===== config.mk =====
export PLATFORM = sky130hd
export DESIGN_NAME = h_bridge_pwm_command_unit_flat
export DESIGN_NICKNAME = d
export VERILOG_FILES = /design/src/sv/hbpwm_pkg.sv /design/src/sv/hbpwm_if.sv /design/src/sv/h_bridge_pwm_command_unit.sv /design/src/flat_wrapper.sv
export SDC_FILE = /design/constraint.sdc
export NUM_CORES = 2
export LEC_CHECK = 0
export BUFFER_PORTS_ARGS = -buffer_cell sky130_fd_sc_hd__buf_2
export CAP_MARGIN = 20
export CORE_MARGIN = 2
export CORE_UTILIZATION = 55
export CTS_CLUSTER_SIZE = 28
export DETAILED_ROUTE_END_ITERATION = 10
export HOLD_SLACK_MARGIN = 0.03
export PLACE_DENSITY = 0.69
export SLEW_MARGIN = 40
export SYNTH_ARGS = -nofsm -noshare
export SYNTH_HDL_FRONTEND = slang
export SYNTH_SLANG_ARGS = --single-unit

===== constraint.sdc =====
create_clock -name clk -period 18.4 [get_ports clk]
set_input_delay 0 -clock clk [delete_from_list [all_inputs] [get_ports clk]]
set_output_delay 0 -clock clk [all_outputs]
set_load 0.03 [all_outputs]

===== src/sv/hbpwm_pkg.sv =====
`timescale 1ns / 1ps

package hbpwm_pkg;

    localparam int OP_W      = 3;
    localparam int DUTY_IN_W = 16;
    localparam int DIR_IN_W  = 2;
    localparam int STATUS_W  = 2;
    localparam int PERIOD_W  = 16;
    localparam int DUTY_W    = 14;

    localparam logic [DUTY_W-1:0]   DUTY_FULL    = 14'd10000;
    localparam logic [PERIOD_W-1:0] PERIOD_RESET = 16'd999;

    // floor(x / 10000) is computed as floor((x >> 4) / 625), the second step
    // as a multiplication by a rounded-up reciprocal of 625 and a shift.
    localparam int PROD_W      = PERIOD_W + DUTY_W;
    localparam int PRE_SHIFT   = 4;
    localparam int RECIP_W     = 27;
    localparam int RECIP_SHIFT = 36;
    localparam logic [RECIP_W-1:0] RECIP_625 = 27'd109951163;
    localparam int MUL_W       = PROD_W - PRE_SHIFT + RECIP_W;
    localparam int QUOT_W      = MUL_W - RECIP_SHIFT;

    typedef enum logic [OP_W-1:0] {
        OP_INIT     = 3'd0,
        OP_ENABLE   = 3'd1,
        OP_DISABLE  = 3'd2,
        OP_SET_DUTY = 3'd3,
        OP_SET_DIR  = 3'd4,
        OP_BRAKE    = 3'd5,
        OP_READ     = 3'd6
    } op_t;

    typedef enum logic [STATUS_W-1:0] {
        ST_OK       = 2'd0,
        ST_NOT_INIT = 2'd1,
        ST_BAD_ARG  = 2'd2
    } status_t;

    typedef enum logic [DIR_IN_W-1:0] {
        DIR_FORWARD = 2'd0,
        DIR_REVERSE = 2'd1
    } dir_t;

    typedef enum logic [1:0] {
        CMP_HOLD  = 2'd0,
        CMP_ZERO  = 2'd1,
        CMP_APPLY = 2'd2
    } cmp_act_t;

    typedef enum logic {
        CFG_PWM1_PERIOD = 1'b0,
        CFG_PWM2_PERIOD = 1'b1
    } cfg_index_t;

endpackage


===== src/sv/hbpwm_if.sv =====
`timescale 1ns / 1ps

interface hbpwm_cmd_if;
    logic                                valid;
    logic                                ready;
    logic [hbpwm_pkg::OP_W-1:0]          op;
    logic signed [hbpwm_pkg::DUTY_IN_W-1:0] duty_request;
    logic [hbpwm_pkg::DIR_IN_W-1:0]      dir_request;
    logic                                diag_level;

    modport source (output valid, output op, output duty_request, output dir_request,
                     output diag_level, input ready);
    modport sink (input valid, input op, input duty_request, input dir_request,
                   input diag_level, output ready);
endinterface

interface hbpwm_rsp_if;
    logic                               valid;
    logic                               ready;
    logic [hbpwm_pkg::STATUS_W-1:0]     status;
    logic [hbpwm_pkg::PERIOD_W-1:0]     pwm1_compare;
    logic [hbpwm_pkg::PERIOD_W-1:0]     pwm2_compare;
    logic                               enable_level;
    logic                               enable_bar_level;
    logic                               fault;
    logic                               is_enabled;
    logic [hbpwm_pkg::DUTY_W-1:0]       duty_now;
    logic                               dir_now;

    modport source (output valid, output status, output pwm1_compare, output pwm2_compare,
                     output enable_level, output enable_bar_level, output fault,
                     output is_enabled, output duty_now, output dir_now, input ready);
    modport sink (input valid, input status, input pwm1_compare, input pwm2_compare,
                   input enable_level, input enable_bar_level, input fault,
                   input is_enabled, input duty_now, input dir_now, output ready);
endinterface

interface hbpwm_cfg_if;
    logic                           valid;
    logic                           ready;
    logic                           index;
    logic [hbpwm_pkg::PERIOD_W-1:0] data;

    modport source (output valid, output index, output data, input ready);
    modport sink (input valid, input index, input data, output ready);
endinterface


===== src/sv/h_bridge_pwm_command_unit.sv =====
`timescale 1ns / 1ps
// H-bridge sign-magnitude PWM command unit.
// The cmd channel carries one driver command per item (init, enable, disable,
// set duty, set direction, brake, read status). For every command item the
// rsp channel returns exactly one item with the command status, both PWM
// compare values, the EN/ENB levels, fault, enable state, duty and direction.
// The cfg channel writes the two PWM periods; index 0 is the first timer and
// index 1 the second. It is always ready and should be used only while no
// command is in flight. A new period takes effect the next time a compare is
// computed.
// A command passes an input register, a stage that updates the driver state
// and forms period times duty, and a stage that divides by 10000 through a
// reciprocal multiplication into the output register, with one item accepted
// per cycle while rsp.ready is high. The two multipliers set this depth.
// Reset turns the driver off (EN low, ENB high, compares zero), clears all
// flags and sets both periods to 999. When the receiver stalls, the response
// holds and the stages behind it fill up before cmd.ready falls.
module h_bridge_pwm_command_unit (
    input  logic               clk,
    input  logic               rst_n,
    hbpwm_cmd_if.sink          cmd,
    hbpwm_rsp_if.source        rsp,
    hbpwm_cfg_if.sink          cfg
);

    logic [hbpwm_pkg::PERIOD_W-1:0] pwm1_period_reg;
    logic [hbpwm_pkg::PERIOD_W-1:0] pwm2_period_reg;

    logic                          ready_flag_reg, ready_flag_next;
    logic                          enabled_flag_reg, enabled_flag_next;
    logic [hbpwm_pkg::DUTY_W-1:0]  duty_store_reg, duty_store_next;
    logic                          dir_store_reg, dir_store_next;
    logic                          en_store_reg, en_store_next;
    logic                          enb_store_reg, enb_store_next;
    logic [hbpwm_pkg::PERIOD_W-1:0] cmp1_store_reg, cmp1_store_next;
    logic [hbpwm_pkg::PERIOD_W-1:0] cmp2_store_reg, cmp2_store_next;

    logic                                   s1_valid_reg;
    logic [hbpwm_pkg::OP_W-1:0]             s1_op_reg;
    logic signed [hbpwm_pkg::DUTY_IN_W-1:0] s1_duty_reg;
    logic [hbpwm_pkg::DIR_IN_W-1:0]         s1_dir_reg;
    logic                                   s1_diag_reg;

    logic                           s2_valid_reg;
    hbpwm_pkg::status_t             s2_status_reg, s2_status_next;
    hbpwm_pkg::cmp_act_t            s2_act_reg, s2_act_next;
    logic [hbpwm_pkg::PROD_W-1:0]   s2_prod_reg, s2_prod_next;
    logic [hbpwm_pkg::PERIOD_W-1:0] s2_period_reg, s2_period_next;
    logic                           s2_fault_reg, s2_fault_next;

    logic                           out_valid_reg;
    hbpwm_pkg::status_t             out_status_reg;
    logic                           out_en_reg;
    logic                           out_enb_reg;
    logic                           out_fault_reg;
    logic                           out_is_en_reg;
    logic [hbpwm_pkg::DUTY_W-1:0]   out_duty_reg;
    logic                           out_dir_reg;

    logic out_adv, s2_adv, s1_adv, s1_fire, s2_fire;

    logic [hbpwm_pkg::DUTY_W-1:0]   duty_clamped;
    logic [hbpwm_pkg::MUL_W-1:0]    recip_prod;
    logic [hbpwm_pkg::QUOT_W-1:0]   quot;
    logic [hbpwm_pkg::PERIOD_W-1:0] cmp_value;

    assign out_adv = !out_valid_reg || rsp.ready;
    assign s2_adv  = !s2_valid_reg || out_adv;
    assign s1_adv  = !s1_valid_reg || s2_adv;
    assign s1_fire = s1_valid_reg && s2_adv;
    assign s2_fire = s2_valid_reg && out_adv;

    assign cmd.ready = s1_adv;
    assign cfg.ready = 1'b1;

    always_ff @(posedge clk or negedge rst_n)
    begin
        if (!rst_n)
        begin
            pwm1_period_reg <= hbpwm_pkg::PERIOD_RESET;
            pwm2_period_reg <= hbpwm_pkg::PERIOD_RESET;
        end
        else if (cfg.valid)
        begin
            unique case (hbpwm_pkg::cfg_index_t'(cfg.index))
                hbpwm_pkg::CFG_PWM1_PERIOD: pwm1_period_reg <= cfg.data;
                hbpwm_pkg::CFG_PWM2_PERIOD: pwm2_period_reg <= cfg.data;
                default:                    pwm1_period_reg <= pwm1_period_reg;
            endcase
        end
    end

    always_ff @(posedge clk or negedge rst_n)
    begin
        if (!rst_n)
        begin
            s1_valid_reg  <= 1'b0;
            s2_valid_reg  <= 1'b0;
            out_valid_reg <= 1'b0;
        end
        else
        begin
            if (s1_adv)
            begin
                s1_valid_reg <= cmd.valid;
            end
            if (s2_adv)
            begin
                s2_valid_reg <= s1_valid_reg;
            end
            if (out_adv)
            begin
                out_valid_reg <= s2_valid_reg;
            end
        end
    end

    always_ff @(posedge clk)
    begin
        if (s1_adv && cmd.valid)
        begin
            s1_op_reg   <= cmd.op;
            s1_duty_reg <= cmd.duty_request;
            s1_dir_reg  <= cmd.dir_request;
            s1_diag_reg <= cmd.diag_level;
        end
    end

    always_comb
    begin
        if (s1_duty_reg[hbpwm_pkg::DUTY_IN_W-1])
        begin
            duty_clamped = '0;
        end
        else if (s1_duty_reg[hbpwm_pkg::DUTY_IN_W-2:0] >
                 (hbpwm_pkg::DUTY_IN_W-1)'(hbpwm_pkg::DUTY_FULL))
        begin
            duty_clamped = hbpwm_pkg::DUTY_FULL;
        end
        else
        begin
            duty_clamped = s1_duty_reg[hbpwm_pkg::DUTY_W-1:0];
        end
    end

    always_comb
    begin
        ready_flag_next   = ready_flag_reg;
        enabled_flag_next = enabled_flag_reg;
        duty_store_next   = duty_store_reg;
        dir_store_next    = dir_store_reg;
        en_store_next     = en_store_reg;
        enb_store_next    = enb_store_reg;
        s2_status_next    = hbpwm_pkg::ST_OK;
        s2_act_next       = hbpwm_pkg::CMP_HOLD;

        unique case (hbpwm_pkg::op_t'(s1_op_reg)) inside
            hbpwm_pkg::OP_INIT:
            begin
                ready_flag_next   = 1'b1;
                enabled_flag_next = 1'b0;
                duty_store_next   = '0;
                dir_store_next    = 1'b0;
                en_store_next     = 1'b0;
                enb_store_next    = 1'b1;
                s2_act_next       = hbpwm_pkg::CMP_ZERO;
            end
            hbpwm_pkg::OP_DISABLE:
            begin
                if (ready_flag_reg)
                begin
                    enabled_flag_next = 1'b0;
                    duty_store_next   = '0;
                    en_store_next     = 1'b0;
                    enb_store_next    = 1'b1;
                    s2_act_next       = hbpwm_pkg::CMP_ZERO;
                end
            end
            hbpwm_pkg::OP_READ:
            begin
                s2_status_next = hbpwm_pkg::ST_OK;
            end
            hbpwm_pkg::OP_ENABLE, hbpwm_pkg::OP_SET_DUTY,
            hbpwm_pkg::OP_SET_DIR, hbpwm_pkg::OP_BRAKE:
            begin
                if (!ready_flag_reg)
                begin
                    s2_status_next = hbpwm_pkg::ST_NOT_INIT;
                end
                else
                begin
                    case (hbpwm_pkg::op_t'(s1_op_reg))
                        hbpwm_pkg::OP_ENABLE:
                        begin
                            enabled_flag_next = 1'b1;
                            en_store_next     = 1'b1;
                            enb_store_next    = 1'b0;
                            s2_act_next       = hbpwm_pkg::CMP_APPLY;
                        end
                        hbpwm_pkg::OP_SET_DUTY:
                        begin
                            duty_store_next = duty_clamped;
                            s2_act_next     = hbpwm_pkg::CMP_APPLY;
                        end
                        hbpwm_pkg::OP_SET_DIR:
                        begin
                            if (s1_dir_reg != hbpwm_pkg::DIR_FORWARD &&
                                s1_dir_reg != hbpwm_pkg::DIR_REVERSE)
                            begin
                                s2_status_next = hbpwm_pkg::ST_BAD_ARG;
                            end
                            else if (s1_dir_reg[0] != dir_store_reg)
                            begin
                                dir_store_next  = s1_dir_reg[0];
                                duty_store_next = '0;
                                s2_act_next     = hbpwm_pkg::CMP_ZERO;
                            end
                        end
                        default:
                        begin
                            enabled_flag_next = 1'b1;
                            duty_store_next   = '0;
                            en_store_next     = 1'b1;
                            enb_store_next    = 1'b0;
                            s2_act_next       = hbpwm_pkg::CMP_ZERO;
                        end
                    endcase
                end
            end
            default:
            begin
                s2_status_next = hbpwm_pkg::ST_BAD_ARG;
            end
        endcase

        // Outputs stay off unless the driver is ready, enabled and has a duty.
        if (s2_act_next == hbpwm_pkg::CMP_APPLY &&
            (!ready_flag_next || !enabled_flag_next || duty_store_next == '0))
        begin
            s2_act_next = hbpwm_pkg::CMP_ZERO;
        end

        s2_period_next = dir_store_next ? pwm2_period_reg : pwm1_period_reg;
        s2_prod_next   = hbpwm_pkg::PROD_W'(s2_period_next) *
                         hbpwm_pkg::PROD_W'(duty_store_next);
        s2_fault_next  = ready_flag_next && enabled_flag_next && !s1_diag_reg;
    end

    always_ff @(posedge clk or negedge rst_n)
    begin
        if (!rst_n)
        begin
            ready_flag_reg   <= 1'b0;
            enabled_flag_reg <= 1'b0;
            duty_store_reg   <= '0;
            dir_store_reg    <= 1'b0;
            en_store_reg     <= 1'b0;
            enb_store_reg    <= 1'b1;
        end
        else if (s1_fire)
        begin
            ready_flag_reg   <= ready_flag_next;
            enabled_flag_reg <= enabled_flag_next;
            duty_store_reg   <= duty_store_next;
            dir_store_reg    <= dir_store_next;
            en_store_reg     <= en_store_next;
            enb_store_reg    <= enb_store_next;
        end
    end

    always_ff @(posedge clk)
    begin
        if (s1_fire)
        begin
            s2_status_reg <= s2_status_next;
            s2_act_reg    <= s2_act_next;
            s2_prod_reg   <= s2_prod_next;
            s2_period_reg <= s2_period_next;
            s2_fault_reg  <= s2_fault_next;
        end
    end

    // Second stage: the compare value, with the stored state already updated.
    always_comb
    begin
        recip_prod = hbpwm_pkg::MUL_W'(s2_prod_reg[hbpwm_pkg::PROD_W-1:hbpwm_pkg::PRE_SHIFT]) *
                     hbpwm_pkg::MUL_W'(hbpwm_pkg::RECIP_625);
        quot       = recip_prod[hbpwm_pkg::MUL_W-1:hbpwm_pkg::RECIP_SHIFT];
        if (quot > hbpwm_pkg::QUOT_W'(s2_period_reg))
        begin
            cmp_value = s2_period_reg;
        end
        else
        begin
            cmp_value = quot[hbpwm_pkg::PERIOD_W-1:0];
        end

        cmp1_store_next = cmp1_store_reg;
        cmp2_store_next = cmp2_store_reg;
        case (s2_act_reg)
            hbpwm_pkg::CMP_ZERO:
            begin
                cmp1_store_next = '0;
                cmp2_store_next = '0;
            end
            hbpwm_pkg::CMP_APPLY:
            begin
                cmp1_store_next = dir_store_reg ? '0 : cmp_value;
                cmp2_store_next = dir_store_reg ? cmp_value : '0;
            end
            default:
            begin
                cmp1_store_next = cmp1_store_reg;
                cmp2_store_next = cmp2_store_reg;
            end
        endcase
    end

    always_ff @(posedge clk or negedge rst_n)
    begin
        if (!rst_n)
        begin
            cmp1_store_reg <= '0;
            cmp2_store_reg <= '0;
        end
        else if (s2_fire)
        begin
            cmp1_store_reg <= cmp1_store_next;
            cmp2_store_reg <= cmp2_store_next;
        end
    end

    // The stage-two copies of the flags are taken from the next values of the state registers,
    // which an item updates as it leaves stage one.
    logic                          s2_en_reg, s2_enb_reg, s2_is_en_reg, s2_dir_reg;
    logic [hbpwm_pkg::DUTY_W-1:0]  s2_duty_reg;

    always_ff @(posedge clk)
    begin
        if (s1_fire)
        begin
            s2_en_reg    <= en_store_next;
            s2_enb_reg   <= enb_store_next;
            s2_is_en_reg <= ready_flag_next && enabled_flag_next;
            s2_dir_reg   <= dir_store_next;
            s2_duty_reg  <= duty_store_next;
        end
    end

    always_ff @(posedge clk)
    begin
        if (s2_fire)
        begin
            out_status_reg <= s2_status_reg;
            out_en_reg     <= s2_en_reg;
            out_enb_reg    <= s2_enb_reg;
            out_fault_reg  <= s2_fault_reg;
            out_is_en_reg  <= s2_is_en_reg;
            out_duty_reg   <= s2_duty_reg;
            out_dir_reg    <= s2_dir_reg;
        end
    end

    assign rsp.valid            = out_valid_reg;
    assign rsp.status           = out_status_reg;
    assign rsp.pwm1_compare     = cmp1_store_reg;
    assign rsp.pwm2_compare     = cmp2_store_reg;
    assign rsp.enable_level     = out_en_reg;
    assign rsp.enable_bar_level = out_enb_reg;
    assign rsp.fault            = out_fault_reg;
    assign rsp.is_enabled       = out_is_en_reg;
    assign rsp.duty_now         = out_duty_reg;
    assign rsp.dir_now          = out_dir_reg;

endmodule


===== src/flat_wrapper.sv =====
// flat-port wrapper written by rule: the top's interface ports become plain ports
module h_bridge_pwm_command_unit_flat 
  (clk, rst_n, cmd_valid, cmd_op, cmd_duty_request, cmd_dir_request, cmd_diag_level, cmd_ready, rsp_valid, rsp_status, rsp_pwm1_compare, rsp_pwm2_compare, rsp_enable_level, rsp_enable_bar_level, rsp_fault, rsp_is_enabled, rsp_duty_now, rsp_dir_now, rsp_ready, cfg_valid, cfg_index, cfg_data, cfg_ready);
  hbpwm_cmd_if cmd_i ();
  hbpwm_rsp_if rsp_i ();
  hbpwm_cfg_if cfg_i ();
  input  logic clk;
  input  logic rst_n;
  input wire logic [$bits(cmd_i.valid)-1:0] cmd_valid;
  input wire logic [$bits(cmd_i.op)-1:0] cmd_op;
  input wire logic [$bits(cmd_i.duty_request)-1:0] cmd_duty_request;
  input wire logic [$bits(cmd_i.dir_request)-1:0] cmd_dir_request;
  input wire logic [$bits(cmd_i.diag_level)-1:0] cmd_diag_level;
  output wire logic [$bits(cmd_i.ready)-1:0] cmd_ready;
  output wire logic [$bits(rsp_i.valid)-1:0] rsp_valid;
  output wire logic [$bits(rsp_i.status)-1:0] rsp_status;
  output wire logic [$bits(rsp_i.pwm1_compare)-1:0] rsp_pwm1_compare;
  output wire logic [$bits(rsp_i.pwm2_compare)-1:0] rsp_pwm2_compare;
  output wire logic [$bits(rsp_i.enable_level)-1:0] rsp_enable_level;
  output wire logic [$bits(rsp_i.enable_bar_level)-1:0] rsp_enable_bar_level;
  output wire logic [$bits(rsp_i.fault)-1:0] rsp_fault;
  output wire logic [$bits(rsp_i.is_enabled)-1:0] rsp_is_enabled;
  output wire logic [$bits(rsp_i.duty_now)-1:0] rsp_duty_now;
  output wire logic [$bits(rsp_i.dir_now)-1:0] rsp_dir_now;
  input wire logic [$bits(rsp_i.ready)-1:0] rsp_ready;
  input wire logic [$bits(cfg_i.valid)-1:0] cfg_valid;
  input wire logic [$bits(cfg_i.index)-1:0] cfg_index;
  input wire logic [$bits(cfg_i.data)-1:0] cfg_data;
  output wire logic [$bits(cfg_i.ready)-1:0] cfg_ready;
  assign cmd_i.valid = cmd_valid;
  assign cmd_i.op = cmd_op;
  assign cmd_i.duty_request = cmd_duty_request;
  assign cmd_i.dir_request = cmd_dir_request;
  assign cmd_i.diag_level = cmd_diag_level;
  assign cmd_ready = cmd_i.ready;
  assign rsp_valid = rsp_i.valid;
  assign rsp_status = rsp_i.status;
  assign rsp_pwm1_compare = rsp_i.pwm1_compare;
  assign rsp_pwm2_compare = rsp_i.pwm2_compare;
  assign rsp_enable_level = rsp_i.enable_level;
  assign rsp_enable_bar_level = rsp_i.enable_bar_level;
  assign rsp_fault = rsp_i.fault;
  assign rsp_is_enabled = rsp_i.is_enabled;
  assign rsp_duty_now = rsp_i.duty_now;
  assign rsp_dir_now = rsp_i.dir_now;
  assign rsp_i.ready = rsp_ready;
  assign cfg_i.valid = cfg_valid;
  assign cfg_i.index = cfg_index;
  assign cfg_i.data = cfg_data;
  assign cfg_ready = cfg_i.ready;
  h_bridge_pwm_command_unit u_core (.clk(clk), .rst_n(rst_n), .cmd(cmd_i), .rsp(rsp_i), .cfg(cfg_i));
endmodule

==> run_results.csv <==
group,metric,value,unit
global_route,grt_pass1_vias,20570,
layout,multi_input_area,18900,sq um
yosys,synthMuxAreaShare,2.506,%
timing,fin_worst_skew,0.01518,ns
placed_design,dp.cells,3409,
yosys,ys_ff_latch,194,
timing,max_slew_margin,45.73,%
floorplanning,core,49050,sq um
yosys,syn-num-nets,3555,
global_route,grtUsageTotal,28.61,%
critical_path,cp_num_buf_inv,4,
layout,final_core_util,60.32,%
timing,finalCriticalPeriod,9.179,ns
yosys,syn-cell-area,27360,sq um
global_route,antenna_found_initial,0,
timing,min_period_over_period,49.88,%
clock_network,post_cts_resized,0,
yosys,yosys.area_share.simple,7.483,%
yosys,synth_top_family_by_area,"adder cells",
floorplanning,rows,81,
layout,stdcell_count,3483,
timing,worstMarginPinSlew,0.8106,ns
floorplanning,die_area,51540,sq um
layout,largest_reg_flops,26,
timing,rsz0062_at_grt,"false",
clock_network,hold_buffers,42,
critical_path,cpMostUsedCell,"fa_1",
yosys,synth-edff-count,108,
critical_path,path_class,"register to register",
layout,syn_to_final_growth,8.160,%
clock_network,cts.sinks,194,
critical_path,timing.rr.end,"u_core.rsp.pwm2_compare[15]",
clock_network,root_buffer,"clkbuf_16",
critical_path,crit_fanout,25,
floorplanning,initial_utilization,55.77,%
critical_path,critPathSlowestCell,"edfxtp_1",
yosys,synth_warnings,0,
layout,area.sequential,5416,sq um
global_route,grt_start_max_net_pins,72,
critical_path,worst_path_largest_cell_delay,0.66,ns
critical_path,rr_worst_depth,31,
critical_path,critPathCaptureType,"register",
route,drtIter0Drc,1074,
outcome,outcome,"completed",
placed_design,portBuffers,98,
layout,drive_gt1_share,8.549,%
layout,n_antenna_cell,0,
critical_path,reg2reg_slack,9.22,ns
layout,fillers,4256,
yosys,avgSynthCellArea,10.23,sq um
route,drt_pass1_iterations,5,
floorplanning,die_w,227.0,um
clock_network,cts.htree.levels,4,
route,dr_total_vias,18590,
yosys,ys.flop_type,"edfxtp_1",
placed_design,gp_congestion,0.9442,
global_route,grt_pass1_wl,110700,um
placed_design,dp_hpwl,59680,um
yosys,synth-xor-area-share,1.441,%
yosys,synth.distinct_cells,88,
job,cap_viol_max_count,0,
critical_path,crit_family,"adder cells",
route,wl_per_cell,20.04,um
min_path,hp-class,"input port to async pin",
route,wl,69790,um
floorplanning,io_pins,100,
yosys,synth_fa_ha_area_share,50.97,%
critical_path,startpoint_type,"register",
timing,hold_viol,0,
clock_network,cts_setup_buffers,0,
yosys,synthArstFlopShare,44.33,%
yosys,synthCells,2675,
yosys,synth-compound-area-share,6.650,%
clock_network,cts_buffers,17,
critical_path,crit_required,18.77,ns
global_route,grt-ovfl-total,0,
clock_network,cts_tree,"built",
clock_network,worstSkewPairLatency,0.46,ns
route,remaining_drc_errors,0,
layout,final_nets,3686,
route,viasPerCell,5.339,
timing,hold_slack,0.04119,ns
clock_network,clkTransAtPathRegs,0.08,ns
yosys,seq_area_frac_synth,19.80,%
route,final_antenna_net_count,0,
floorplanning,die_h,227.0,um
critical_path,r2r-start,"u_core.s2_prod_reg[21]",
timing,setup-tns-final,0,ns
critical_path,cp.arrival,9.54,ns
timing,fmax,109.0,MHz
timing,setup_violations,0,
timing,slew_viol_final,0,
clock_network,clockBufferDepth,2,
==> per-layer routing <==
layer	vias up	global-route usage, %	routed length, um
met1	9443	36.05	28970
met4	0	10.50	2479
met2	486	50.50	35110
met3	130	3.820	3226
met5	-	0	0
li1	8535	-	-
==> cells in the mapped netlist (7+ instances only) <==
cell type | n | area share [%]
mux2_2 | 35 | 1.4
o21bai_1 | 8 | 0.22
nand2b_1 | 8 | 0.18
nand2_1 | 212 | 2.9
mux2i_1 | 28 | 1.0
o211ai_1 | 10 | 0.27
xnor2_1 | 30 | 0.96
nand4_1 | 15 | 0.34
o21a_1 | 7 | 0.19
dfstp_2 | 17 | 1.6
nor2b_1 | 10 | 0.23
ha_1 | 372 | 17
nor2_1 | 131 | 1.8
a21o_1 | 36 | 0.99
o21ai_1 | 18 | 0.33
fa_1 | 464 | 34
a32oi_1 | 8 | 0.26
inv_1 | 743 | 10
nand3_1 | 20 | 0.37
clkbuf_1 | 32 | 0.44
and3_1 | 7 | 0.16
edfxtp_1 | 108 | 12
clkinv_1 | 11 | 0.15
xor2_1 | 15 | 0.48
a21oi_1 | 63 | 1.2
nor3_1 | 10 | 0.18
a22oi_1 | 7 | 0.19
o21ai_0 | 59 | 1.1
and2_1 | 18 | 0.41
dfrtp_1 | 69 | 6.3
==> worst max-delay path by stage <==
stage,from,end,slack [ns],cells after the start
after floorplan,u_core.s2_prod_reg[18],u_core.rsp.pwm2_compare[3],10.63,32
after global placement,u_core.s2_prod_reg[24],u_core.rsp.pwm1_compare[0],9.18,30
after detailed placement,u_core.s2_prod_reg[13],u_core.rsp.pwm1_compare[0],9.34,32
after CTS,u_core.s2_prod_reg[13],u_core.rsp.pwm1_compare[0],9.32,33
after global routing,u_core.s2_prod_reg[13],u_core.rsp.pwm2_compare[0],8.83,33
final,u_core.s2_prod_reg[21],u_core.rsp.pwm2_compare[15],9.22,31
==> cell type report <==
| type | instances | share of cell area, % |
|---|---|---|
| Clock buffer | 19 | 1.497 |
| Timing Repair Buffer | 156 | 3.506 |
| Multi-Input combinational cell | 1679 | 63.88 |
| Tap cell | 664 | 2.808 |
| Inverter | 758 | 9.616 |
| Sequential cell | 194 | 18.31 |
| Clock inverter | 13 | 0.3848 |
==> worst reg2reg max path, delay by kind of cell (launching register included) <==
kind                       cells  cell delay (ns)
adders and majority gates      9             4.13
AOI/OAI and AO/OA             12             2.30
and+or+nand+nor                5             1.23
DFF                            1             0.66
xor gates and xnor gates       1             0.42
buffers and inverters          4             0.35
==> logic make-up after synthesis <==
logic type,count (synthesis)
adders and majority gates,836
buffers and inverters,802
and+or+nand+nor,461
AOI/OAI and AO/OA,272
DFF,194
muxes,64
xor gates and xnor gates,45
other,1
==> cell usage in the layout, fill, tap and decap left out, types with 16 or more instances in the layout <==
cell type      Yosys  final
o21ai_1           18     18
buf_2              5     97
edfxtp_1         108    108
clkbuf_16          0     17
mux2_2            35     35
o21ai_0           59     59
nor2_1           131    131
ha_1             372    372
nand2_1          212    211
mux2i_1           28     27
dlygate4sd3_1      0     42
buf_4              4     16
dfstp_2           17     17
and2_1            18     17
inv_1            743    741
xnor2_1           30     30
fa_1             464    464
dfrtp_1           69     69
a21o_1            36     35
a21oi_1           63     63
nand3_1           20     20
==> stage by stage <==
step                cell area (sq um)  setup WS [ns]
floorplan                       27360          10.63
global placement                28600          9.177
detailed placement              28610          9.344
CTS                             29590          9.321
global route                    29590          8.835
finish                          29590          9.221
Power is left out: the tool's default activity adds up to more than one toggle a clock period on the data nets, which glitch-free logic cannot reach.
